==> src/hdl/pts_pkg.sv <==
// Shared constants, codes and types for the priority task scheduler.
`default_nettype none
package pts_pkg;
	localparam int NUM_TASKS     = 16;
	localparam int NUM_RESOURCES = 8;
	localparam int PRIORITY_BITS = 4;

	localparam int SLOT_W = $clog2(NUM_TASKS);
	localparam int RES_IW = (NUM_RESOURCES > 1) ? $clog2(NUM_RESOURCES) : 1;

	typedef logic [SLOT_W-1:0]        slot_t;
	typedef logic [PRIORITY_BITS-1:0] prio_t;
	typedef logic [RES_IW-1:0]        ridx_t;

	// request actions
	localparam logic [2:0] ACT_CREATE  = 3'd0;
	localparam logic [2:0] ACT_TICK    = 3'd1;
	localparam logic [2:0] ACT_SLEEP   = 3'd2;
	localparam logic [2:0] ACT_YIELD   = 3'd3;
	localparam logic [2:0] ACT_DESTROY = 3'd4;
	localparam logic [2:0] ACT_WAIT    = 3'd5;
	localparam logic [2:0] ACT_ACQUIRE = 3'd6;
	localparam logic [2:0] ACT_RELEASE = 3'd7;

	// slot states
	localparam logic [1:0] ST_READY    = 2'd0;
	localparam logic [1:0] ST_RUNNING  = 2'd1;
	localparam logic [1:0] ST_SLEEPING = 2'd2;
	localparam logic [1:0] ST_BLOCKED  = 2'd3;

	// result status
	localparam logic [1:0] STAT_OK      = 2'd0;
	localparam logic [1:0] STAT_FULL    = 2'd1;
	localparam logic [1:0] STAT_NOCUR   = 2'd2;
	localparam logic [1:0] STAT_NOTHELD = 2'd3;

	// datapath commands
	localparam logic [3:0] CMD_NONE        = 4'd0;
	localparam logic [3:0] CMD_LOAD        = 4'd1;
	localparam logic [3:0] CMD_EVENT       = 4'd2;
	localparam logic [3:0] CMD_CREATE_STEP = 4'd3;
	localparam logic [3:0] CMD_TICK_STEP   = 4'd4;
	localparam logic [3:0] CMD_REL_STEP    = 4'd5;
	localparam logic [3:0] CMD_WAIT2       = 4'd6;
	localparam logic [3:0] CMD_DEMOTE      = 4'd7;
	localparam logic [3:0] CMD_PICK_STEP   = 4'd8;
	localparam logic [3:0] CMD_COMMIT      = 4'd9;
	localparam logic [3:0] CMD_OUT         = 4'd10;

	typedef struct packed {
		logic [2:0] act;
		logic       pres;
		logic       held;
		logic       last;
		logic       out_free;
	} sts_t;
endpackage
`default_nettype wire

==> src/hdl/pts_dp.sv <==
// Scheduler datapath: task table, resource table, scan counter and result register.
`default_nettype none
module pts_dp (
	input  wire logic              clk,
	input  wire logic              arst_n,
	input  wire logic [3:0]        cmd,
	input  wire logic [2:0]        action,
	input  wire logic [3:0]        task_priority_in,
	input  wire logic [31:0]       sleep_ticks,
	input  wire logic [2:0]        resource_id,
	input  wire logic              out_stall,
	output pts_pkg::sts_t          sts,
	output logic                   out_valid,
	output logic [3:0]             running_slot,
	output logic                   running_valid,
	output logic [3:0]             created_slot,
	output logic [1:0]             status
);
	logic                  used_q [pts_pkg::NUM_TASKS];
	logic [1:0]            st_q   [pts_pkg::NUM_TASKS];
	pts_pkg::prio_t        prio_q [pts_pkg::NUM_TASKS];
	pts_pkg::prio_t        base_q [pts_pkg::NUM_TASKS];
	logic [63:0]           lr_q   [pts_pkg::NUM_TASKS];
	logic [63:0]           wake_q [pts_pkg::NUM_TASKS];
	pts_pkg::ridx_t        wres_q [pts_pkg::NUM_TASKS];
	logic                  held_q   [pts_pkg::NUM_RESOURCES];
	pts_pkg::slot_t        holder_q [pts_pkg::NUM_RESOURCES];

	logic [63:0]    tick_q;
	pts_pkg::slot_t cur_q, idx_q, best_q, hold_q, created_q;
	logic           pres_q, found_q, crfound_q, out_valid_q;
	logic [2:0]     act_q, res_q;
	pts_pkg::prio_t pin_q, pr_q, bprio_q;
	logic [31:0]    ticks_q;
	logic [63:0]    blr_q;
	logic [1:0]     stat_q;
	logic [3:0]     rslot_q, cslot_q;
	logic           rvalid_q;
	logic [1:0]     status_q;

	logic           res_ok, held_now, demote_ok, better, free_now;
	pts_pkg::ridx_t ridx;
	pts_pkg::slot_t hsel;

	assign res_ok    = int'(res_q) < pts_pkg::NUM_RESOURCES;
	assign ridx      = pts_pkg::ridx_t'(res_q);
	assign held_now  = res_ok && held_q[ridx];
	assign hsel      = holder_q[ridx];
	assign demote_ok = pres_q && used_q[cur_q] && (st_q[cur_q] == pts_pkg::ST_RUNNING);
	assign free_now  = !used_q[idx_q] && !crfound_q;
	assign better    = used_q[idx_q] && (st_q[idx_q] == pts_pkg::ST_READY) &&
		(!found_q || (prio_q[idx_q] > bprio_q) ||
		 ((prio_q[idx_q] == bprio_q) && (lr_q[idx_q] < blr_q)));

	assign sts.act      = act_q;
	assign sts.pres     = pres_q;
	assign sts.held     = held_now;
	assign sts.last     = idx_q == pts_pkg::slot_t'(pts_pkg::NUM_TASKS - 1);
	assign sts.out_free = !out_valid_q || !out_stall;

	// control state
	always_ff @(posedge clk or negedge arst_n) begin
		if (!arst_n) begin
			for (int i = 0; i < pts_pkg::NUM_TASKS; i++) begin
				used_q[i] <= 1'b0;
				st_q[i]   <= pts_pkg::ST_READY;
			end
			for (int r = 0; r < pts_pkg::NUM_RESOURCES; r++) held_q[r] <= 1'b0;
			tick_q      <= '0;
			cur_q       <= '0;
			pres_q      <= 1'b0;
			found_q     <= 1'b0;
			crfound_q   <= 1'b0;
			idx_q       <= '0;
			out_valid_q <= 1'b0;
		end else begin
			if (cmd == pts_pkg::CMD_OUT) out_valid_q <= 1'b1;
			else if (out_valid_q && !out_stall) out_valid_q <= 1'b0;
			case (cmd)
				pts_pkg::CMD_LOAD: begin
					idx_q     <= '0;
					crfound_q <= 1'b0;
				end
				pts_pkg::CMD_EVENT: begin
					idx_q <= '0;
					case (act_q)
						pts_pkg::ACT_TICK: tick_q <= tick_q + 64'd1;
						pts_pkg::ACT_SLEEP: if (pres_q) st_q[cur_q] <= pts_pkg::ST_SLEEPING;
						pts_pkg::ACT_DESTROY: if (pres_q) begin
							used_q[cur_q] <= 1'b0;
							st_q[cur_q]   <= pts_pkg::ST_READY;
							pres_q        <= 1'b0;
							cur_q         <= '0;
						end
						pts_pkg::ACT_WAIT: if (pres_q && held_now) st_q[cur_q] <= pts_pkg::ST_BLOCKED;
						pts_pkg::ACT_ACQUIRE: if (pres_q && res_ok) held_q[ridx] <= 1'b1;
						pts_pkg::ACT_RELEASE: if (held_now) held_q[ridx] <= 1'b0;
						default: ;
					endcase
				end
				pts_pkg::CMD_CREATE_STEP: begin
					idx_q <= idx_q + 1'b1;
					if (free_now) begin
						used_q[idx_q] <= 1'b1;
						st_q[idx_q]   <= pts_pkg::ST_READY;
						crfound_q     <= 1'b1;
					end
				end
				pts_pkg::CMD_TICK_STEP: begin
					idx_q <= idx_q + 1'b1;
					if (used_q[idx_q] && st_q[idx_q] == pts_pkg::ST_SLEEPING &&
					    tick_q >= wake_q[idx_q])
						st_q[idx_q] <= pts_pkg::ST_READY;
				end
				pts_pkg::CMD_REL_STEP: begin
					idx_q <= idx_q + 1'b1;
					if (used_q[idx_q] && st_q[idx_q] == pts_pkg::ST_BLOCKED &&
					    wres_q[idx_q] == ridx)
						st_q[idx_q] <= pts_pkg::ST_READY;
				end
				pts_pkg::CMD_DEMOTE: begin
					idx_q   <= '0;
					found_q <= 1'b0;
					if (demote_ok) st_q[cur_q] <= pts_pkg::ST_READY;
				end
				pts_pkg::CMD_PICK_STEP: begin
					idx_q <= idx_q + 1'b1;
					if (better) found_q <= 1'b1;
				end
				pts_pkg::CMD_COMMIT: begin
					if (found_q) begin
						st_q[best_q] <= pts_pkg::ST_RUNNING;
						cur_q        <= best_q;
						pres_q       <= 1'b1;
					end else begin
						cur_q  <= '0;
						pres_q <= 1'b0;
					end
				end
				default: ;
			endcase
		end
	end

	// payload and table contents
	always_ff @(posedge clk) begin
		case (cmd)
			pts_pkg::CMD_LOAD: begin
				act_q     <= action;
				pin_q     <= pts_pkg::prio_t'(task_priority_in);
				ticks_q   <= sleep_ticks;
				res_q     <= resource_id;
				stat_q    <= (action == pts_pkg::ACT_CREATE) ? pts_pkg::STAT_FULL : pts_pkg::STAT_OK;
				created_q <= '0;
			end
			pts_pkg::CMD_EVENT: begin
				case (act_q)
					pts_pkg::ACT_SLEEP: begin
						if (pres_q) wake_q[cur_q] <= tick_q + {32'd0, ticks_q};
						else stat_q <= pts_pkg::STAT_NOCUR;
					end
					pts_pkg::ACT_DESTROY: if (!pres_q) stat_q <= pts_pkg::STAT_NOCUR;
					pts_pkg::ACT_WAIT: begin
						if (!pres_q) stat_q <= pts_pkg::STAT_NOCUR;
						else if (!held_now) stat_q <= pts_pkg::STAT_NOTHELD;
						else begin
							wres_q[cur_q] <= ridx;
							pr_q          <= prio_q[cur_q];
							hold_q        <= hsel;
						end
					end
					pts_pkg::ACT_ACQUIRE: begin
						if (!pres_q) stat_q <= pts_pkg::STAT_NOCUR;
						else if (res_ok) holder_q[ridx] <= cur_q;
					end
					pts_pkg::ACT_RELEASE: begin
						if (!held_now) stat_q <= pts_pkg::STAT_NOTHELD;
						else prio_q[hsel] <= base_q[hsel];
					end
					default: ;
				endcase
			end
			pts_pkg::CMD_CREATE_STEP: if (free_now) begin
				prio_q[idx_q] <= pin_q;
				base_q[idx_q] <= pin_q;
				lr_q[idx_q]   <= '0;
				created_q     <= idx_q;
				stat_q        <= pts_pkg::STAT_OK;
			end
			// one-level inheritance: raise the holder to the waiter's priority
			pts_pkg::CMD_WAIT2: if (prio_q[hold_q] < pr_q) prio_q[hold_q] <= pr_q;
			pts_pkg::CMD_DEMOTE: if (demote_ok) lr_q[cur_q] <= tick_q;
			pts_pkg::CMD_PICK_STEP: if (better) begin
				best_q  <= idx_q;
				bprio_q <= prio_q[idx_q];
				blr_q   <= lr_q[idx_q];
			end
			pts_pkg::CMD_OUT: begin
				rslot_q  <= pres_q ? 4'(cur_q) : 4'd0;
				rvalid_q <= pres_q;
				cslot_q  <= 4'(created_q);
				status_q <= stat_q;
			end
			default: ;
		endcase
	end

	assign out_valid     = out_valid_q;
	assign running_slot  = rslot_q;
	assign running_valid = rvalid_q;
	assign created_slot  = cslot_q;
	assign status        = status_q;
endmodule
`default_nettype wire

==> src/hdl/pts_ctrl.sv <==
// Scheduler controller: sequences event, slot scans, selection and result load.
`default_nettype none
module pts_ctrl (
	input  wire logic          clk,
	input  wire logic          arst_n,
	input  wire logic          in_valid,
	input  wire pts_pkg::sts_t sts,
	output logic               in_stall,
	output logic [3:0]         cmd
);
	localparam logic [3:0] S_IDLE   = 4'd0;
	localparam logic [3:0] S_EVT    = 4'd1;
	localparam logic [3:0] S_CRSCAN = 4'd2;
	localparam logic [3:0] S_TKSCAN = 4'd3;
	localparam logic [3:0] S_RLSCAN = 4'd4;
	localparam logic [3:0] S_WAIT2  = 4'd5;
	localparam logic [3:0] S_SCHED  = 4'd6;
	localparam logic [3:0] S_PICK   = 4'd7;
	localparam logic [3:0] S_COMMIT = 4'd8;
	localparam logic [3:0] S_OUT    = 4'd9;

	logic [3:0] state_q, state_d;

	always_comb begin
		state_d = state_q;
		cmd     = pts_pkg::CMD_NONE;
		unique case (state_q)
			S_IDLE: if (in_valid) begin
				cmd     = pts_pkg::CMD_LOAD;
				state_d = S_EVT;
			end
			S_EVT: begin
				cmd = pts_pkg::CMD_EVENT;
				case (sts.act)
					pts_pkg::ACT_CREATE:  state_d = S_CRSCAN;
					pts_pkg::ACT_TICK:    state_d = S_TKSCAN;
					pts_pkg::ACT_ACQUIRE: state_d = S_OUT;
					pts_pkg::ACT_WAIT:    state_d = (sts.pres && sts.held) ? S_WAIT2 : S_SCHED;
					pts_pkg::ACT_RELEASE: state_d = sts.held ? S_RLSCAN : S_SCHED;
					default:              state_d = S_SCHED;
				endcase
			end
			S_CRSCAN: begin
				cmd = pts_pkg::CMD_CREATE_STEP;
				if (sts.last) state_d = S_OUT;
			end
			S_TKSCAN: begin
				cmd = pts_pkg::CMD_TICK_STEP;
				if (sts.last) state_d = S_SCHED;
			end
			S_RLSCAN: begin
				cmd = pts_pkg::CMD_REL_STEP;
				if (sts.last) state_d = S_SCHED;
			end
			S_WAIT2: begin
				cmd     = pts_pkg::CMD_WAIT2;
				state_d = S_SCHED;
			end
			S_SCHED: begin
				cmd     = pts_pkg::CMD_DEMOTE;
				state_d = S_PICK;
			end
			S_PICK: begin
				cmd = pts_pkg::CMD_PICK_STEP;
				if (sts.last) state_d = S_COMMIT;
			end
			S_COMMIT: begin
				cmd     = pts_pkg::CMD_COMMIT;
				state_d = S_OUT;
			end
			S_OUT: if (sts.out_free) begin
				cmd     = pts_pkg::CMD_OUT;
				state_d = S_IDLE;
			end
			default: state_d = S_IDLE;
		endcase
	end

	always_ff @(posedge clk or negedge arst_n) begin
		if (!arst_n) state_q <= S_IDLE;
		else state_q <= state_d;
	end

	assign in_stall = state_q != S_IDLE;
endmodule
`default_nettype wire

==> src/hdl/priority_task_scheduler.sv <==
// Each slot pass steps through the task slots one at a time via the scan counter of the datapath;
// tick and release of a held resource do a wake pass then a selection pass, create does a
// free-slot pass only, acquire no pass, others one selection pass (plus output wait).
// One request at a time: in_stall is high from request load until the result is loaded.
// Reset (arst_n low, asynchronous): all slots free, no resources held, tick count zero,
// no running task, no result pending.
`default_nettype none
module priority_task_scheduler (
	input  wire logic        clk,
	input  wire logic        arst_n,
	input  wire logic        in_valid,
	output logic             in_stall,
	input  wire logic [2:0]  action,
	input  wire logic [3:0]  task_priority_in,
	input  wire logic [31:0] sleep_ticks,
	input  wire logic [2:0]  resource_id,
	output logic             out_valid,
	input  wire logic        out_stall,
	output logic [3:0]       running_slot,
	output logic             running_valid,
	output logic [3:0]       created_slot,
	output logic [1:0]       status
);
	pts_pkg::sts_t sts;
	logic [3:0]    cmd;

	pts_ctrl u_ctrl (
		.clk      (clk),
		.arst_n   (arst_n),
		.in_valid (in_valid),
		.sts      (sts),
		.in_stall (in_stall),
		.cmd      (cmd)
	);

	pts_dp u_dp (
		.clk              (clk),
		.arst_n           (arst_n),
		.cmd              (cmd),
		.action           (action),
		.task_priority_in (task_priority_in),
		.sleep_ticks      (sleep_ticks),
		.resource_id      (resource_id),
		.out_stall        (out_stall),
		.sts              (sts),
		.out_valid        (out_valid),
		.running_slot     (running_slot),
		.running_valid    (running_valid),
		.created_slot     (created_slot),
		.status           (status)
	);
endmodule
`default_nettype wire
==> config.mk <==
export PLATFORM = sky130hd
export DESIGN_NAME = priority_task_scheduler
export DESIGN_NICKNAME = d
export VERILOG_FILES = /design/src/hdl/pts_pkg.sv /design/src/hdl/pts_dp.sv /design/src/hdl/pts_ctrl.sv /design/src/hdl/priority_task_scheduler.sv
export SDC_FILE = /design/constraint.sdc
export NUM_CORES = 2
export LEC_CHECK = 0
export ABC_AREA = 1
export BUFFER_PORTS_ARGS = -buffer_cell sky130_fd_sc_hd__buf_2
export CELL_PAD_IN_SITES_DETAIL_PLACEMENT = 2
export CELL_PAD_IN_SITES_GLOBAL_PLACEMENT = 2
export CORE_ASPECT_RATIO = 1.1
export CORE_MARGIN = 2
export CORE_UTILIZATION = 40
export DETAILED_ROUTE_END_ITERATION = 8
export PLACE_DENSITY = 0.69
export SYNTH_ARGS = -nofsm -noshare
export SYNTH_HDL_FRONTEND = slang
export SYNTH_SLANG_ARGS = --single-unit
==> constraint.sdc <==
create_clock -name clk -period 6.15 [get_ports clk]
set_clock_uncertainty 0.1 [all_clocks]
set_input_delay 0.9225 -clock clk [delete_from_list [all_inputs] [get_ports clk]]
set_output_delay 0.9225 -clock clk [all_outputs]
set_load 0.01 [all_outputs]
==> impl_metrics.env <==
export IMPL_hold_worst_slack_ns=0.1251
export IMPL_rows=199
export IMPL_gp_congestion=0.9052
export IMPL_ir_worst_vdd_uv=292.8
export IMPL_grt_overflow=0
export IMPL_synth_area_mm2=0.1070
export IMPL_status="complete, no violations"
export IMPL_postSynthCellCount=8859
export IMPL_period_share_pct=92.28
export IMPL_drcViolationCount=0
export IMPL_leakage_nw=45.19
export IMPL_io_pins=59
export IMPL_synthTopCellsByArea="edfxtp_1 67%, o21ai_0 6.3%, nor2_1 5.3%"
export IMPL_dieWidth_um=497.2
export IMPL_multi_input_area_mm2=0.02825
export IMPL_drt_vias_per_instance=6.001
export IMPL_drt_iter0_markers=6355
export IMPL_synth_top_flop_cell="edfxtp_1"
export IMPL_fillCellCount=26190
export IMPL_worst_endpoint_required_ns=6.84
export IMPL_critPathKind="flip-flop to flip-flop"
export IMPL_cts_tree="yes"
export IMPL_die_h_um=546.5
export IMPL_grt_pass1_vias=83890
export IMPL_ant_nets=0
export IMPL_post_cts_buffers=0
export IMPL_post_route_min_period_ns=5.675
export IMPL_synth_area_leader_cell="edfxtp_1"
export IMPL_portBuffers=58
export IMPL_cp_arrival_ns=6.36
export IMPL_synth_area_per_cell_um2=12.08
export IMPL_syn_to_final_growth_pct=14.24
export IMPL_nNetsFinal=9242
export IMPL_grt_max_degree=160
export IMPL_rsz0062_at_grt="false"
export IMPL_finalSetupTns_ns=0
export IMPL_finalMaxSlewViolations=0
export IMPL_synth_cell_types=63
export IMPL_cap_violations=0
export IMPL_seqCellArea_mm2=0.07547
export IMPL_wl_mm=402.1
export IMPL_core_area_mm2=0.2667
export IMPL_p_per_area_mw_per_mm2=438.1
export IMPL_setup_viol=0
export IMPL_grt_usage_pct=29.07
export IMPL_crit_fanout=43
export IMPL_dr_pass1_iters=5
export IMPL_slew_headroom_pct=9.383
export IMPL_syn_num_nets=9077
export IMPL_ys_ff_latch=2538
export IMPL_wl_per_cell_um=31.51
export IMPL_dr_total_vias=76580
export IMPL_root_buffer="clkbuf_16"
export IMPL_ys_seq_area_share_pct=70.51
export IMPL_antenna_found_initial=16
export IMPL_hold_depth=1
export IMPL_yosys_area_top_type_share_pct=67.20
export IMPL_start_util_pct=40.14
export IMPL_fmax_mhz=176.2
export IMPL_start_kind="flip-flop"
export IMPL_htree_levels=5
export IMPL_dp_hpwl_mm=245.7
export IMPL_cts_buffer_depth=4
export IMPL_min_path_type="primary input to flip-flop"
export IMPL_hold_viol=0
export IMPL_dieArea_mm2=0.2717
export IMPL_drive_gt1_share_pct=9.235
export IMPL_synth_warnings=0
export IMPL_cts_clk_slew_worst_paths_ns=0.07
export IMPL_reg2reg_depth=22
export IMPL_synth_edf_count=2395
export IMPL_cts_num_sinks=2538
export IMPL_synthArstFlopShare_pct=5.359
export IMPL_worst_slew_pin_slew_ns=1.355
export IMPL_cts_buffers_inserted=279
export IMPL_cp_end_kind="flip-flop"
export IMPL_grt_pass1_wl_mm=587.0
export IMPL_clkLatencyLatePin_ns=0.88
-- cell usage after synthesis (4+ instances only) --
cell      number
edfxtp_1    2395
nor2_1      1503
o21ai_0     1338
nand2_1      773
o22ai_1      546
inv_1        422
clkbuf_1     417
a21oi_1      232
ha_1         171
dfrtp_1      136
nand3_1      117
xor2_1       115
nand4_1      101
a22o_1        64
a221oi_1      63
nor3_1        58
buf_2         46
a31oi_1       34
a22oi_1       32
buf_1         31
nor4_1        25
o32ai_1       21
o21ai_1       19
o2111a_1      16
a211oi_1      13
o21a_1        13
o221ai_1      13
o211ai_1      12
inv_2         11
o31ai_1       10
xnor2_1       10
nor2_2         8
clkinv_1       7
dfxtp_1        7
nand3b_1       7
nand2_2        6
nor2_4         6
o21ai_2        6
buf_4          5
or4_1          5
a21o_1         4
and3_1         4
-- cell families after synthesis --
family | after synthesis | synth area share (%)
and+or+nand+nor | 2626 | 9.947
DFF | 2538 | 70.51
AOI/OAI and AO/OA | 2456 | 13.11
buffers and inverters | 942 | 3.396
adders and majority gates | 172 | 2.018
xor gates and xnor gates | 125 | 1.023
-- sequential cells by signal (all words and copies together) (netlist names), 16 cells and up, named ones only --
name,cells
u_dp.base_q,64
u_dp.blr_q,64
u_dp.holder_q,32
u_dp.lr_q,1024
u_dp.prio_q,64
u_dp.st_q,31
u_dp.tick_q,64
u_dp.ticks_q,32
u_dp.used_q,16
u_dp.wake_q,1024
u_dp.wres_q,48
-- worst paths after layout --
| path | from | to | slack (ns) |
|---|---|---|---|
| max | u_dp.idx_q[0] | u_dp.st_q[15] | 0.47 |
| min | sleep_ticks[6] | u_dp.ticks_q[6] | 0.13 |
| max reg2reg | u_dp.idx_q[0] | u_dp.st_q[15] | 0.47 |
| min reg2reg | u_dp.created_q[3] | u_dp.created_slot[3] | 0.33 |
| max in group asynchronous | arst_n | u_dp.tick_q[22] | 4.33 |
| min in group asynchronous | arst_n | async pin | 0.45 |
-- cell usage in the layout, fill, tap and decap left out, drive strengths merged, types with 10 or more instances in the layout --
master	synthesis	routed
nor4	28	28
o22ai	546	546
o2111a	16	16
a22o	64	64
nand2	780	780
o211ai	12	12
nor3	59	59
nand4	102	102
clkinv	7	112
inv	433	442
clkbuf	417	357
a21oi	232	232
o21ai	1363	1363
a221oi	64	64
ha	171	171
xnor2	10	10
edfxtp	2395	2395
a31oi	34	34
buf	85	385
bufinv	0	17
o221ai	13	13
nor2	1517	1517
dfrtp	136	136
a211oi	13	13
o21a	13	13
o32ai	21	21
nand3	121	121
xor2	115	115
o31ai	10	10
a22oi	32	32
-- power by group --
part	internal, mW	total [mW]	switching [mW]
clock network	9.37	16.5	7.12
registers	19.7	20.1	0.416
logic	4.76	16.9	12.2
-- routing by layer --
metal / track usage, % / share of wire (%) / wire (µm) / up-vias
met5: 0 / 0.0032 / 13 / -
met4: 10.82 / 3.8 / 15200 / 2
met3: 3.566 / 4.7 / 19000 / 706
met2: 50.01 / 50 / 199800 / 2210
met1: 37.64 / 42 / 168100 / 40840
li1: - / - / - / 32820
-- critical path, cell delays in order, from the launching register on --
cell and delay [ns]:
dfrtp_4 0.63, inv_8 0.43, buf_12 0.29, buf_4 0.32, nor2_1 0.08, o22ai_1 0.25, a221oi_1 0.24, ha_1 0.37
nand2_1 0.09, inv_1 0.06, nand3_1 0.08, nor3_1 0.38, and3_1 0.52, nand2_1 0.10, nand2_1 0.13, nand2_1 0.10
nand3_1 0.35, nand2_1 0.11, nand2_1 0.14, nand2_1 0.13, inv_2 0.34, nand2_1 0.13, nand2_1 0.09
-- timing repair --
action                                 CTS  global route
hold buffers                             1             0
endpoints found under the hold margin   27             0
resized for setup                        0             0
-- final cells by class --
cell class | instances | area share (%)
multi-input combinational | 5379 | 23.10
inverter | 440 | 1.372
sequential | 2538 | 61.73
timing repair buffer | 386 | 3.087
clock buffer | 357 | 6.147
tap | 3517 | 3.599
antenna | 7 | 0.01433
clock inverter | 137 | 0.9517
-- stage by stage --
| stage | power, mW | util, % | setup WS, ns | std cells | instance area [µm²] |
|---|---|---|---|---|---|
| after global placement | 36.22 | 42.58 | 0.6713 | 12260 | 113500 |
| after CTS | 53.83 | 45.84 | 0.5268 | 12750 | 122200 |
| final | 53.56 | 45.85 | 0.4749 | 12760 | 122300 |
| after detailed placement | 37.17 | 42.58 | 0.5908 | 12260 | 113500 |
| after global routing | 55.90 | 45.85 | 0.2662 | 12760 | 122300 |
| after floorplan | 30.16 | - | 0.6967 | 8859 | 107000 |
Note: power is estimated with default switching activity, not from simulation.
